<file path="config.mk">
export PLATFORM = sky130hd
export DESIGN_NAME = staged_sleep_sequencer_top
export DESIGN_NICKNAME = d
export VERILOG_FILES = /design/src/sss_pkg.sv /design/src/sss_core.sv /design/src/sss_out_reg.sv /design/src/staged_sleep_sequencer_top.sv
export SDC_FILE = /design/constraint.sdc
export NUM_CORES = 1
export LEC_CHECK = 0
export BUFFER_PORTS_ARGS = -buffer_cell sky130_fd_sc_hd__buf_2
export CAP_MARGIN = 20
export CORE_UTILIZATION = 35
export DETAILED_ROUTE_END_ITERATION = 6
export GPL_ROUTABILITY_DRIVEN = 0
export HOLD_SLACK_MARGIN = 0.12
export PLACE_DENSITY = 0.54
export RECOVER_POWER = 50
export SETUP_SLACK_MARGIN = 0.3
export SLEW_MARGIN = 20
export SYNTH_ARGS = -nofsm -noshare
export SYNTH_HDL_FRONTEND = slang
export SYNTH_SLANG_ARGS = --single-unit
</file>
<file path="constraint.sdc">
create_clock -name i_clk -period 7 [get_ports i_clk]
set_clock_uncertainty 0.2 [all_clocks]
set_input_delay 0.7 -clock i_clk [delete_from_list [all_inputs] [get_ports i_clk]]
set_output_delay 0.7 -clock i_clk [all_outputs]
set_load 0.02 [all_outputs]
</file>
<file path="src/sss_pkg.sv">
// ----------------------------------------------------------------------------
// sss_pkg
// Shared types and constants of the staged sleep sequencer: device status
// codes, operation codes, register indexes and the result record.
// ----------------------------------------------------------------------------
package sss_pkg;

    localparam int NORMAL_DEVICES = 4;
    localparam int MASK_W         = 5;
    localparam int CNT_W          = 3;
    localparam int CFG_ADDR_W     = 2;
    localparam int CFG_DATA_W     = 3;

    typedef enum logic [1:0] {
        ST_AWAKE   = 2'd0,
        ST_STARTED = 2'd1,
        ST_DONE    = 2'd2
    } t_status;

    typedef enum logic [2:0] {
        OP_POLL    = 3'd0,
        OP_REQUEST = 3'd1,
        OP_CANCEL  = 3'd2,
        OP_DONE    = 3'd3,
        OP_START   = 3'd4,
        OP_STOP    = 3'd5,
        OP_WAKE    = 3'd6
    } t_op;

    typedef enum logic [CFG_ADDR_W-1:0] {
        CFG_EARLY_PRESENT = 2'd0,
        CFG_NORMAL_COUNT  = 2'd1,
        CFG_SLEEP_MODE    = 2'd2
    } t_cfg_addr;

    typedef struct packed {
        logic [MASK_W-1:0] sleep_mask;
        logic [1:0]        sleep_mode_out;
        logic [MASK_W-1:0] resume_mask;
        logic              resume_timeup;
        logic              system_sleep;
        logic              request_pending;
    } t_result;

    function automatic logic [CNT_W-1:0] f_active(input logic [CNT_W-1:0] count);
        if (int'(count) > NORMAL_DEVICES) begin
            return CNT_W'(NORMAL_DEVICES);
        end
        return count;
    endfunction

endpackage

</file>
<file path="src/sss_core.sv">
// ----------------------------------------------------------------------------
// sss_core
// Sequencer state, configuration registers and the combinational next-state
// and result logic for one request.
// ----------------------------------------------------------------------------
module sss_core
    import sss_pkg::*;
(
    input  logic                  i_clk,
    input  logic                  i_rst_n,
    input  logic                  i_cfg_we,
    input  logic [CFG_ADDR_W-1:0] i_cfg_addr,
    input  logic [CFG_DATA_W-1:0] i_cfg_wdata,
    input  logic                  i_accept,
    input  logic [2:0]            i_op,
    input  logic [31:0]           i_now,
    input  logic [31:0]           i_delay,
    input  logic [2:0]            i_device,
    input  logic                  i_rtc_timeup,
    output t_result               o_result
);

    logic              r_early_present, n_early_present;
    logic [CNT_W-1:0]  r_normal_count,  n_normal_count;
    logic [1:0]        r_sleep_mode,    n_sleep_mode;
    logic              r_started,       n_started;
    logic              r_request_flag,  n_request_flag;
    logic [31:0]       r_deadline,      n_deadline;
    t_status           r_early_status,  n_early_status;
    t_status           r_normal_status [NORMAL_DEVICES];
    t_status           n_normal_status [NORMAL_DEVICES];

    logic [32:0]       sum;
    logic [31:0]       target;
    logic [CNT_W-1:0]  act_n;
    logic [CNT_W-1:0]  new_n;
    logic [MASK_W-1:0] enabled_mask;

    assign sum    = {1'b0, i_now} + {1'b0, i_delay};
    assign target = sum[32] ? 32'hFFFF_FFFF : sum[31:0];
    assign act_n  = f_active(r_normal_count);
    assign new_n  = f_active(i_cfg_wdata);

    always_comb begin
        enabled_mask    = '0;
        enabled_mask[0] = r_early_present;
        for (int i = 0; i < NORMAL_DEVICES; i++) begin
            if (i < int'(act_n)) begin
                enabled_mask[i+1] = 1'b1;
            end
        end
    end

    always_comb begin
        logic              all_done;
        logic [MASK_W-1:0] smask;
        logic [MASK_W-1:0] rmask;
        logic              rtime;
        logic              ssleep;
        all_done        = 1'b1;
        smask           = '0;
        rmask           = '0;
        rtime           = 1'b0;
        ssleep          = 1'b0;
        n_early_present = r_early_present;
        n_normal_count  = r_normal_count;
        n_sleep_mode    = r_sleep_mode;
        n_started       = r_started;
        n_request_flag  = r_request_flag;
        n_deadline      = r_deadline;
        n_early_status  = r_early_status;
        n_normal_status = r_normal_status;

        if (i_cfg_we) begin
            case (i_cfg_addr)
                CFG_EARLY_PRESENT: begin
                    if (i_cfg_wdata[0] && !r_early_present) begin
                        n_early_status = ST_AWAKE;
                    end
                    n_early_present = i_cfg_wdata[0];
                end
                CFG_NORMAL_COUNT: begin
                    n_normal_count = i_cfg_wdata;
                    for (int i = 0; i < NORMAL_DEVICES; i++) begin
                        if (i >= int'(act_n) && i < int'(new_n)) begin
                            n_normal_status[i] = ST_AWAKE;
                        end
                    end
                end
                CFG_SLEEP_MODE: begin
                    n_sleep_mode = i_cfg_wdata[1:0];
                end
                default: begin
                end
            endcase
        end

        if (i_accept) begin
            case (t_op'(i_op))
                OP_POLL: begin
                    if (r_started && r_request_flag && i_now > r_deadline) begin
                        if (r_early_present && r_early_status != ST_DONE) begin
                            if (r_early_status == ST_AWAKE) begin
                                n_early_status = ST_STARTED;
                                smask[0]       = 1'b1;
                            end
                        end else begin
                            for (int i = 0; i < NORMAL_DEVICES; i++) begin
                                if (i < int'(act_n)) begin
                                    if (r_normal_status[i] == ST_AWAKE) begin
                                        n_normal_status[i] = ST_STARTED;
                                        smask[i+1]         = 1'b1;
                                    end
                                    if (r_normal_status[i] != ST_DONE) begin
                                        all_done = 1'b0;
                                    end
                                end
                            end
                            if (all_done) begin
                                n_request_flag = 1'b0;
                                ssleep         = 1'b1;
                            end
                        end
                    end
                end
                OP_REQUEST: begin
                    if (r_started) begin
                        n_request_flag = 1'b1;
                        if (target > r_deadline) begin
                            n_deadline = target;
                        end
                    end
                end
                OP_CANCEL: begin
                    n_request_flag = 1'b0;
                end
                OP_DONE: begin
                    if (i_device == 3'd0) begin
                        if (r_early_present) begin
                            n_early_status = ST_DONE;
                        end
                    end else begin
                        for (int i = 0; i < NORMAL_DEVICES; i++) begin
                            if (i < int'(act_n) && int'(i_device) == i + 1) begin
                                n_normal_status[i] = ST_DONE;
                            end
                        end
                    end
                end
                OP_START, OP_WAKE: begin
                    if (t_op'(i_op) == OP_START) begin
                        n_started = 1'b1;
                        rtime     = 1'b1;
                    end else begin
                        rtime     = i_rtc_timeup;
                    end
                    rmask = enabled_mask;
                    if (r_early_present) begin
                        n_early_status = ST_AWAKE;
                    end
                    for (int i = 0; i < NORMAL_DEVICES; i++) begin
                        if (i < int'(act_n)) begin
                            n_normal_status[i] = ST_AWAKE;
                        end
                    end
                end
                OP_STOP: begin
                    n_started = 1'b0;
                end
                default: begin
                end
            endcase
        end

        o_result.sleep_mask      = smask;
        o_result.sleep_mode_out  = (|smask) ? r_sleep_mode : 2'd0;
        o_result.resume_mask     = rmask;
        o_result.resume_timeup   = rtime;
        o_result.system_sleep    = ssleep;
        o_result.request_pending = n_request_flag;
    end

    always_ff @(posedge i_clk) begin
        if (!i_rst_n) begin
            r_early_present <= 1'b0;
            r_normal_count  <= '0;
            r_sleep_mode    <= '0;
            r_started       <= 1'b0;
            r_request_flag  <= 1'b0;
            r_deadline      <= '0;
            r_early_status  <= ST_AWAKE;
            for (int i = 0; i < NORMAL_DEVICES; i++) begin
                r_normal_status[i] <= ST_AWAKE;
            end
        end else begin
            r_early_present <= n_early_present;
            r_normal_count  <= n_normal_count;
            r_sleep_mode    <= n_sleep_mode;
            r_started       <= n_started;
            r_request_flag  <= n_request_flag;
            r_deadline      <= n_deadline;
            r_early_status  <= n_early_status;
            r_normal_status <= n_normal_status;
        end
    end

endmodule

</file>
<file path="src/sss_out_reg.sv">
// ----------------------------------------------------------------------------
// sss_out_reg
// Result register with valid/ready hand-off; loads a new result in the same
// cycle that the held one is taken.
// ----------------------------------------------------------------------------
module sss_out_reg
    import sss_pkg::*;
(
    input  logic    i_clk,
    input  logic    i_rst_n,
    input  logic    i_load,
    input  t_result i_result,
    input  logic    i_out_ready,
    output logic    o_can_load,
    output logic    o_out_valid,
    output t_result o_result
);

    logic    r_valid, n_valid;
    t_result r_result;

    assign o_can_load  = !r_valid || i_out_ready;
    assign o_out_valid = r_valid;
    assign o_result    = r_result;

    always_comb begin
        n_valid = r_valid;
        if (i_load) begin
            n_valid = 1'b1;
        end else if (i_out_ready) begin
            n_valid = 1'b0;
        end
    end

    always_ff @(posedge i_clk) begin
        if (!i_rst_n) begin
            r_valid <= 1'b0;
        end else begin
            r_valid <= n_valid;
        end
    end

    always_ff @(posedge i_clk) begin
        if (i_load) begin
            r_result <= i_result;
        end
    end

endmodule

</file>
<file path="src/staged_sleep_sequencer_top.sv">
// ----------------------------------------------------------------------------
// staged_sleep_sequencer_top
// Sleep-handshake sequencer for one early device and four normal devices.
// ----------------------------------------------------------------------------
// Each request is decoded and applied to the sequencer state in the cycle it
// is accepted, and its result appears in the output register on the next
// cycle; one request per cycle is sustained while results are taken. The
// input side stays ready while a result waits, as long as that result is
// taken in the same cycle; the single result register is what limits
// throughput when the output stalls. Configuration writes are registered:
// a request accepted with one sees the old setting. They carry no handshake.
// ----------------------------------------------------------------------------
module staged_sleep_sequencer_top
    import sss_pkg::*;
(
    input  logic                  i_clk,
    input  logic                  i_rst_n,
    input  logic                  i_cfg_we,
    input  logic [CFG_ADDR_W-1:0] i_cfg_addr,
    input  logic [CFG_DATA_W-1:0] i_cfg_wdata,
    input  logic                  i_in_valid,
    output logic                  o_in_ready,
    input  logic [2:0]            i_op,
    input  logic [31:0]           i_now,
    input  logic [31:0]           i_delay,
    input  logic [2:0]            i_device,
    input  logic                  i_rtc_timeup,
    output logic                  o_out_valid,
    input  logic                  i_out_ready,
    output logic [MASK_W-1:0]     o_sleep_mask,
    output logic [1:0]            o_sleep_mode_out,
    output logic [MASK_W-1:0]     o_resume_mask,
    output logic                  o_resume_timeup,
    output logic                  o_system_sleep,
    output logic                  o_request_pending
);

    logic    accept;
    t_result core_result;
    t_result out_result;

    assign accept = i_in_valid && o_in_ready;

    sss_core u_core (
        .i_clk        (i_clk),
        .i_rst_n      (i_rst_n),
        .i_cfg_we     (i_cfg_we),
        .i_cfg_addr   (i_cfg_addr),
        .i_cfg_wdata  (i_cfg_wdata),
        .i_accept     (accept),
        .i_op         (i_op),
        .i_now        (i_now),
        .i_delay      (i_delay),
        .i_device     (i_device),
        .i_rtc_timeup (i_rtc_timeup),
        .o_result     (core_result)
    );

    sss_out_reg u_out_reg (
        .i_clk       (i_clk),
        .i_rst_n     (i_rst_n),
        .i_load      (accept),
        .i_result    (core_result),
        .i_out_ready (i_out_ready),
        .o_can_load  (o_in_ready),
        .o_out_valid (o_out_valid),
        .o_result    (out_result)
    );

    assign o_sleep_mask      = out_result.sleep_mask;
    assign o_sleep_mode_out  = out_result.sleep_mode_out;
    assign o_resume_mask     = out_result.resume_mask;
    assign o_resume_timeup   = out_result.resume_timeup;
    assign o_system_sleep    = out_result.system_sleep;
    assign o_request_pending = out_result.request_pending;

    a_sleep_clears_request: assert property (
        @(posedge i_clk) disable iff (!i_rst_n)
        (o_out_valid && o_system_sleep) |-> !o_request_pending
    ) else $error("system sleep with request still pending");

    a_no_sleep_and_resume: assert property (
        @(posedge i_clk) disable iff (!i_rst_n)
        o_out_valid |-> (o_sleep_mask == '0 || o_resume_mask == '0)
    ) else $error("sleep and resume commands in one result");

    a_mode_only_with_sleep: assert property (
        @(posedge i_clk) disable iff (!i_rst_n)
        (o_out_valid && o_sleep_mask == '0) |-> (o_sleep_mode_out == 2'd0)
    ) else $error("sleep mode without sleep command");

    a_accept_gives_result: assert property (
        @(posedge i_clk) disable iff (!i_rst_n)
        accept |=> o_out_valid
    ) else $error("accepted request produced no result");

endmodule
</file>
==> results.yml, run 1 <==
run_status:
  outcome: "finished, final reports clean"
layout:
  nets: 1008
  drive_gt1_share_pct: 12.6
  area_growth_pct: 17.0
  stdcell_count: 1055
  num_antenna_cells: 0
  nFillCells: 1711
worst_setup_path:
  critPathMaxFanout: 32
  end_kind: "register"
  crit_buf_inv: 3
  max_stage_delay_ns: 0.57
  crit_family: "compound AO/OA/AOI/OAI gates"
  critPathLaunchType: "input pin"
  worstPathArrival_ns: 5.98
  criticalPathCategory: "input pin to register"
  path_cells: "buf_2, ha_1, fa_1, a21o_1, nand4_1, a21oi_1, or4b_1, a21oi_2, o21ai_1, a31o_1, nor2_1, inv_1, ha_1, a2111oi_0, o21ai_0, a221oi_1, nand3_1, o31a_2, buf_4, o21ai_0, a31oi_1"
  critPathRequiredTime_ns: 7.00
  crit_slowest_cell: "or4b_1"
synthesis:
  yosysWarnings: 0
  syn_area_per_cell_um2: 7.98
  synthesis.area_um2: 5900
  muxShareOfSynthArea_pct: 1.02
  synth_top_flop_cell: "dfxtp_1"
  synth.yosys.seq_area_share_pct: 24.9
  synth-edff-count: 15
  synthAdderAreaFrac_pct: 20.7
  synth_compound_area_share_pct: 25.1
  synth_area_leader_cell: "ha_1"
  ys_types: 60
  synth_simple_gate_area_share_pct: 17.7
  synth_top_family_by_area: "compound AO/OA/AOI/OAI gates"
  synth-async-reset-ratio_pct: 0
  ys_ff_latch: 66
  syn_inst: 740
  yosys-top-cells-area: "ha_1 (20%), dfxtp_1 (17%), edfxtp_1 (7.6%)"
  syn-num-nets: 918
  synth_xor_area_share_pct: 4.45
  synth_top_area_share_pct: 20.4
global_routing:
  use_met1_pct: 26.6
  grt_remaining_overflow: 0
  grt.total_usage_pct: 18.1
  grt_max_degree: 35
  top_usage_layer: "met2"
  grt_util_met2_pct: 27.9
  first_global_vias: 5168
  grt_antenna_before_repair: 0
  grt_use_met3_pct: 2.35
  grt_pass1_wl_um: 25500
floorplan:
  rows: 47
  initial_core_util_pct: 35.7
  fp.coreArea_um2: 16500
  die_h_um: 132
  die_w_um: 132
  ios: 98
  dieArea_um2: 17400
sta:
  hold-worst-slack_ns: 0.296
  period_share_pct: 85.4
  tns_ns: 0
  hold_violations: 0
  max_clock_freq_mhz: 167
  period_minus_slack_ns: 5.98
  fin_ws_ns: 1.02
  finalSetupViolations: 0
  relSlewSlack_pct: 6.08
  grt_setup_unrepaired: "no"
  report.final.slew_viol_count: 0
  worst_pin_slew_ns: 1.41
route:
  drc: 0
  ant_nets: 0
  via_count: 5449
  wl_per_cell_um: 14.4
  dr.pass1.iters: 4
  routed_via_density: 5.16
  dr.first_iter.drc_count: 401
  drt-total-wl_um: 15200
clock_tree:
  clock_sinks: 66
  cts_made_buffers: 9
  cts_tree: "done"
  path_clk_slew_ns: 0.06
  clock_path_buffers: 2
  cts_setup_buffers: 0
  htreeDepth: 3
  hold_buffers: 0
  cts-root-buf: "clkbuf_16"
  cts_resized: 0
  insertion_delay_ns: 0.33
power_and_ir_drop:
  swShare_pct: 32.1
  power_frac_seq_pct: 31.2
  power_per_cell_area_nw_per_um2: 186
  p_total_mw: 1.28
  combPwrFrac_pct: 30.4
  intPower_mw: 0.870
  p_leak_nw: 2.92
  peakVddDrop_mv: 0.103
  power_frac_clock_pct: 38.4
  p_sw_mw: 0.412
place:
  port_buffers: 97
  placed_cells: 1039
  place_ws_ns: 0.675
  hpwlAfterDp_um: 12300
job:
  cap_violations: 0
min_path:
  hp-class: "register to register"
layout make-up:
class                           count  area [um2]  share of cell area, %
Sequential cell                    66        1470                   21.3
Multi-Input combinational cell    581        4070                   59.0
Clock buffer                        9         225                   3.26
Clock inverter                      7         100                   1.45
Inverter                           70         263                   3.81
Tap cell                          220         275                   3.99
Timing Repair Buffer              102         498                   7.21
flip-flops by register name, summed over array words and instances (netlist names):
name                    count
u_core.r_deadline          32
u_core.r_early_present      1
u_core.r_early_status       2
u_core.r_normal_count       3
u_core.r_normal_status      8
u_core.r_request_flag       1
u_core.r_sleep_mode         2
u_core.r_started            1
u_out_reg.o_out_valid       1
u_out_reg.o_result         15
power groups by stage:
| stage | logic (mW) | registers [mW] | clock network [mW] |
|---|---|---|---|
| 3_5_place_dp | 0.390 | 0.408 | 0 |
| 4_1_cts | 0.392 | 0.400 | 0.502 |
| 5_1_grt | 0.446 | 0.401 | 0.522 |
| 2_1_floorplan | 0.272 | 0.413 | 0 |
| 3_3_place_gp | 0.393 | 0.408 | 0 |
| 6_report | 0.390 | 0.400 | 0.492 |
cells in the mapped netlist (all sizes together), types with 2 or more instances:
cell type	count
nand3	13
nor2b	13
buf	4
or4b	2
a211oi	8
nand2	48
and2	9
o21ai	59
nand4	17
o311ai	2
o31a	2
ha	96
a221oi	3
a2111oi	3
a311oi	3
o211ai	2
clkbuf	19
nand2b	9
a21boi	3
mux2i	6
a32oi	4
o21bai	9
a31oi	17
a22oi	2
nor3	18
a21oi	76
xor2	10
edfxtp	15
o31ai	2
and4	2
or3	3
nor3b	7
dfxtp	51
o21a	5
a21o	30
nor4	5
and3	3
a31o	2
inv	69
nor2	55
nand3b	3
xnor2	20
stage by stage:
step	area (um2)	util [%]
finish	6900	41.8
global route	6900	41.8
floorplan	5900	-
CTS	6930	41.9
detailed placement	6600	40.0
global placement	6600	40.0
placed cells by master, fill, tap and decap left out, types with 3 or more instances in the layout:
cell       count
inv_6          3
clkbuf_16      9
a32oi_1        4
or3_1          3
ha_1          96
nand4_1       17
edfxtp_1      15
nor2b_1       13
nor3_1        18
buf_2         77
o21bai_1       9
mux2i_1        6
nand3_1       13
clkbuf_1      20
xor2_1        10
a311oi_1       3
inv_1         69
xnor2_1       20
buf_4          5
a21oi_1       75
nor3b_1        7
a21o_1        30
o21a_1         5
a221oi_1       3
nor4_1         5
nor2_1        55
nand2_1       48
and3_1         3
a211oi_1       8
a31oi_1       16
nand2b_1       9
nand3b_1       3
a21boi_0       3
o21ai_0       58
dfxtp_1       51
and2_1         8
worst paths after layout:
| path | to | from | cells past startpoint | slack (ns) |
|---|---|---|---|---|
| hold reg to reg | u_core.r_sleep_mode[1]$_SDFFE_PN0P_ | u_core.r_sleep_mode[1]$_SDFFE_PN0P_ | 2 | 0.30 |
| hold / removal | u_core.r_sleep_mode[1]$_SDFFE_PN0P_ | u_core.r_sleep_mode[1]$_SDFFE_PN0P_ | 2 | 0.30 |
| setup / recovery | u_core.r_deadline[21]$_SDFFE_PN0P_ | i_now[0] | 21 | 1.02 |
| setup reg to reg | u_core.r_deadline[21]$_SDFFE_PN0P_ | u_core.r_deadline[27]$_SDFFE_PN0P_ | 10 | 3.95 |
kinds of logic after synthesis:
kind of cell	after synthesis
AO/OA/AOI/OAI	238
XOR/XNOR	30
adder cells (fa/ha/maj)	97
buffers and inverters	93
flip-flops	66
multiplexers	6
AND/OR/NAND/NOR	210
per-layer routing:
layer,wire (um),up-vias
li1,-,2875
met1,7950,2445
met2,6580,120
met3,615,9
met4,102,0
met5,0,-
tightest hold or removal path, delay by kind of cell, from the launching register on:
kind / cells / cell delay (ns)
multiplexers: 1 / 0.06
AND/OR/NAND/NOR: 1 / 0.08
flip-flops: 1 / 0.32
Power figures use the tool's default switching activity.
==> run 2: changes to the inputs <==
- CORE_MARGIN: unset -> 2
- PLACE_DENSITY: 0.54 -> unset
==> run 2 against run 1 <==
  * Routed wire length increased by 0.47%
  * Flip-flop and latch count unchanged
  * Critical path type unchanged
  * Register-to-register slack improved by 0.03 ns
  * Critical endpoint is now u_core.r_deadline[11]$_SDFFE_PN0P_
==> results.yml, run 2 (synthesized netlist as in run 1, its figures left out) <==
global_routing:
  grt_remaining_overflow: 0
  grt.total_usage_pct: 17.3
  first_global_vias: 5249
  grt_pass1_wl_um: 25400
  grt_antenna_before_repair: 0
  grt_max_degree: 35
layout:
  utilization_pct: 41.8
  final_common_cell: "ha_1"
  largest-register: "u_core.r_deadline"
  largest_reg_flops: 32
  num_antenna_cells: 0
  drive_gt1_share_pct: 12.6
  layout_common_cells: "ha_1 (96), buf_2 (78), a21oi_1 (75)"
  area_growth_pct: 17.0
  stdcell_count: 1055
  fin_area_um2: 6910
  nets: 1008
worst_setup_path:
  crit_slowest_cell: "or4b_1"
  criticalPathCategory: "input pin to register"
  max_stage_delay_ns: 0.55
  critPathRequiredTime_ns: 7.01
  end_kind: "register"
  worstPathArrival_ns: 5.95
  critPathMaxFanout: 26
  path_cells: "buf_2, ha_1, fa_1, a21o_1, nand4_1, a21oi_1, or4b_1, a21oi_2, o21ai_1, a31o_1, nor2_1, inv_1, ha_1, a2111oi_0, o21ai_0, a221oi_1, nand3_1, o31a_1, buf_4, o21ai_0, a31oi_1"
  crit_buf_inv: 3
  crit_family: "compound AO/OA/AOI/OAI gates"
  critPathLaunchType: "input pin"
clock_tree:
  insertion_delay_ns: 0.34
  cts_resized: 0
  hold_buffers: 0
  cts_setup_buffers: 0
  path_clk_slew_ns: 0.06
  cts-root-buf: "clkbuf_16"
  htreeDepth: 3
  cts_tree: "done"
  clock_path_buffers: 2
  clock_sinks: 66
  cts_made_buffers: 9
power_and_ir_drop:
  power_per_cell_area_nw_per_um2: 186
  peakVddDrop_mv: 0.0948
  p_leak_nw: 2.91
route:
  dr.pass1.iters: 5
  drt-total-wl_um: 15300
  dr.first_iter.drc_count: 362
  wl_per_cell_um: 14.5
  via_count: 5521
  routed_via_density: 5.23
  drc: 0
  ant_nets: 0
job:
  cap_violations: 0
sta:
  report.final.slew_viol_count: 0
  worst_pin_slew_ns: 1.36
  period_minus_slack_ns: 5.94
  period_share_pct: 84.8
  tns_ns: 0
  finalSetupViolations: 0
  hold_violations: 0
  grt_setup_unrepaired: "no"
  relSlewSlack_pct: 9.30
  max_clock_freq_mhz: 168
  hold-worst-slack_ns: 0.297
place:
  port_buffers: 97
  hpwlAfterDp_um: 12200
  dpl_cell_area_um2: 6600
  placed_cells: 1039
floorplan:
  dieArea_um2: 17900
  rows: 47
  die_w_um: 134
  initial_core_util_pct: 35.7
  die_h_um: 134
  fp.coreArea_um2: 16500
  ios: 98
min_path:
  hp-class: "register to register"
run_status:
  outcome: "finished, final reports clean"
run 2: cell count changes in the layout (fill, tap and decap cells not counted), sizes merged:
cell	delta
buf	+1
clkinv	-1
clkinvlp	+2
inv	-2
run 2: worst register-to-register path, cell delays in order, from the launching register on:
cell and delay [ns]:
dfxtp_1 0.33, inv_1 0.07, ha_1 0.31, a2111oi_0 0.39, o21ai_0 0.15, a221oi_1 0.39, nand3_1 0.12, o31a_1 0.40
buf_4 0.28, o21ai_0 0.19, a31oi_1 0.06
run 2: layer usage:
| layer | wire, um | track usage (%) | share of wire [%] |
|---|---|---|---|
| met1 | 7780 | 24.5 | 51 |
| met2 | 6610 | 27.9 | 43 |
| met3 | 672 | 2.49 | 4.4 |
| met4 | 258 | 4.37 | 1.7 |
| met5 | 0 | 0 | 0 |
run 2: per-stage QoR:
stage / setup WS (ns) / total power, mW
3_5_place_dp: 0.755 / 0.795
5_1_grt: 0.471 / 1.37
4_1_cts: 1.10 / 1.30
6_report: 1.06 / 1.29
2_1_floorplan: 1.78 / 0.685
3_3_place_gp: 0.878 / 0.798
run 2: where the power goes:
group	internal (mW)	leakage, nW	switching [mW]
sequential	0.397	0.563	0.00342
clock	0.322	0.155	0.175
combinational	0.159	2.19	0.231
total	0.877	2.91	0.409
run 2: path summary, 6_finish.rpt:
| path | from | endpoint | slack [ns] | cells past startpoint |
|---|---|---|---|---|
| max | i_now[0] | u_core.r_deadline[11]$_SDFFE_PN0P_ | 1.06 | 21 |
| min | u_core.r_sleep_mode[1]$_SDFFE_PN0P_ | u_core.r_sleep_mode[1]$_SDFFE_PN0P_ | 0.30 | 2 |
| max reg2reg | u_core.r_deadline[27]$_SDFFE_PN0P_ | u_core.r_deadline[11]$_SDFFE_PN0P_ | 3.98 | 10 |
| min reg2reg | u_core.r_sleep_mode[1]$_SDFFE_PN0P_ | u_core.r_sleep_mode[1]$_SDFFE_PN0P_ | 0.30 | 2 |
run 2: layout make-up:
cell class	count	area [um2]
tap	220	275
clock inverter	6	88.8
fill	1714	9620
clock buffer	10	239
multi-input combinational	581	4070
inverter	70	263
sequential	66	1470
timing repair buffer	102	499
==> run 3: changes to the inputs <==
- ABC_AREA: unset -> 1
- clock period: 7 -> 6.1 ns (I/O delays scaled with it)
==> run 3 against run 2 <==
  * Critical path depth is 2 higher
  * Via count is 21% higher
  * Final cell count is 25% higher
  * Largest cell class unchanged
  * Flip-flop and latch count stayed put
  * Sequential power is 15% higher
  * Design area is 11% higher
  * Sequential share of layout area is 2.2 points lower
  * Non-clock buffer count stayed put
  * Worst setup slack better by 0.59 ns
  * Area after synthesis is 13% higher
==> results.yml, run 3 <==
global_routing:
  grt_pass1_wl_um: 30100
  grt_max_degree: 30
  grt_remaining_overflow: 0
  first_global_vias: 6173
  grt_antenna_before_repair: 0
  grt.total_usage_pct: 18.7
sta:
  period_minus_slack_ns: 4.45
  max_clock_freq_mhz: 225
  finalSetupViolations: 0
  period_share_pct: 73.0
  report.final.slew_viol_count: 0
  hold-worst-slack_ns: 0.264
  relSlewSlack_pct: 9.27
  grt_setup_unrepaired: "no"
  worst_pin_slew_ns: 1.36
  hold_violations: 0
  tns_ns: 0
route:
  via_count: 6690
  ant_nets: 0
  drt-total-wl_um: 18900
  wl_per_cell_um: 14.3
  routed_via_density: 5.05
  dr.pass1.iters: 5
  drc: 0
  dr.first_iter.drc_count: 527
synthesis:
  synth-edff-count: 15
  synth_top_area_share_pct: 18.0
  syn-num-nets: 1165
  synth_top_flop_cell: "dfxtp_1"
  synth.yosys.seq_area_share_pct: 22.1
  synth_area_leader_cell: "ha_1"
  synthTopCellsByCount: "nand2_1 (222), inv_1 (128), nor2_1 (117)"
  yosys-top-cells-area: "ha_1 (18%), dfxtp_1 (15%), nand2_1 (13%)"
  syn_inst: 987
  synthesis.area_um2: 6660
  synth.most_common_cell: "nand2_1"
  ys_ff_latch: 66
  syn_area_per_cell_um2: 6.75
  ys_types: 44
  synth-async-reset-ratio_pct: 0
  yosysWarnings: 0
place:
  hpwlAfterDp_um: 15600
  port_buffers: 97
worst_setup_path:
  reg2reg_depth: 14
  critPathRequiredTime_ns: 6.15
  crit_path_start: "i_now[0]"
  worstPathArrival_ns: 4.50
  critPathLaunchType: "input pin"
  end_kind: "register"
  crit_slowest_cell: "fa_1"
  cpMostUsedCell: "nand2_1"
  criticalPathCategory: "input pin to register"
  rr_endpoint: "u_out_reg.o_result[9]$_SDFFCE_PN0P_"
  path_cells: "buf_2, ha_1, fa_1, nand3_1, nand2_2, a21oi_2, inv_2, a21o_1, a21oi_4, buf_4, nand2_2, ha_1, nand2_1, inv_1, nand3_1, nor3_2, nand4_1, nand4_1, inv_1, nand2_1, buf_4, nand2_1, a21oi_1"
  rrSetupSlack_ns: 3.26
  r2r_start: "u_core.r_deadline[15]$_SDFFE_PN0P_"
  max_stage_delay_ns: 0.41
  critPathMaxFanout: 29
layout:
  drive_gt1_share_pct: 13.5
  multi_input_area_um2: 4600
  layout_common_cells: "nand2_1 (222), inv_1 (128), nor2_1 (117)"
  final_common_cell: "nand2_1"
  area_growth_pct: 15.6
  nets: 1263
  largest_reg_flops: 32
  num_antenna_cells: 0
  nFillCells: 2020
  register_area_um2: 1470
  largest-register: "u_core.r_deadline"
clock_tree:
  insertion_delay_ns: 0.33
  cts_resized: 0
  hold_buffers: 0
  cts_tree: "done"
  cts_setup_buffers: 0
  cts_made_buffers: 9
  cts-root-buf: "clkbuf_16"
  htreeDepth: 3
  path_clk_slew_ns: 0.06
  clock_path_buffers: 2
  clock_sinks: 66
floorplan:
  die_h_um: 142
  fp.coreArea_um2: 18700
  ios: 98
  die_w_um: 142
  dieArea_um2: 20100
  initial_core_util_pct: 35.6
  rows: 50
power_and_ir_drop:
  p_leak_nw: 3.57
  peakVddDrop_mv: 0.128
  power_per_cell_area_nw_per_um2: 203
job:
  cap_violations: 0
run_status:
  outcome: "finished, final reports clean"
min_path:
  worstHoldEndpoint: "u_core.r_sleep_mode[0]$_SDFFE_PN0P_"
  hp-class: "register to register"
  hp-start: "u_core.r_sleep_mode[0]$_SDFFE_PN0P_"
  whs_path_depth: 2
run 3: cell type report:
class,count,area share (%)
clock buffers,10,3.25
well taps,234,3.80
inverters,131,6.39
clock inverters,6,1.25
flip-flops and latches,66,19.1
repair buffers,102,6.48
multi-input cells,775,59.7
run 3: worst max-delay path by stage:
stage	endpoint	slack, ns	depth (start not counted)
after global routing	u_core.r_deadline[10]$_SDFFE_PN0P_	1.28	23
after floorplan	u_core.r_deadline[10]$_SDFFE_PN0P_	2.11	21
after detailed placement	u_core.r_deadline[12]$_SDFFE_PN0P_	1.30	23
final	u_core.r_deadline[12]$_SDFFE_PN0P_	1.65	23
after CTS	u_core.r_deadline[12]$_SDFFE_PN0P_	1.64	23
after global placement	u_core.r_deadline[30]$_SDFFE_PN0P_	1.37	24
run 3: cell families (layout without fill, tap and decap cells):
| family | after synthesis | in the layout | synth area share, % |
|---|---|---|---|
| flops | 66 | 66 | 22.1 |
| xor+xnor | 19 | 19 | 2.50 |
| fa+ha+maj | 97 | 97 | 18.3 |
| buf+inv | 146 | 249 | 8.79 |
| simple gates | 466 | 466 | 31.6 |
| compound gates | 193 | 193 | 16.7 |
run 3: layer usage:
layer / wire [um] / share of wire [%] / GRT usage (%)
met5: 0 / 0 / 0
met2: 8420 / 45 / 30.8
met3: 936 / 5.0 / 2.29
met1: 9390 / 50 / 26.8
met4: 124 / 0.66 / 2.58
run 3: stage by stage:
stage | instance area, um2 | util [%] | power, mW | std cells | setup slack [ns]
global route | 7700 | 41.2 | 1.66 | 1324 | 1.28
detailed placement | 7380 | 39.5 | 0.979 | 1308 | 1.30
floorplan | 6660 | - | 0.843 | 987 | 2.11
global placement | 7380 | 39.5 | 0.978 | 1308 | 1.37
CTS | 7730 | 41.3 | 1.58 | 1324 | 1.64
finish | 7700 | 41.2 | 1.57 | 1324 | 1.65
run 3: worst max-delay path, delay by kind of cell:
kind | cells | cell delay [ns]
adder cells (fa/ha/maj) | 3 | 0.93
AND/OR/NAND/NOR | 10 | 1.13
buffers and inverters | 6 | 1.08
AO/OA/AOI/OAI | 4 | 0.71
run 3: power breakdown:
group,total (mW),switching [mW],internal [mW]
Combinational,0.513,0.325,0.188
Clock,0.593,0.207,0.387
Sequential,0.460,0.00364,0.457
Total,1.57,0.535,1.03
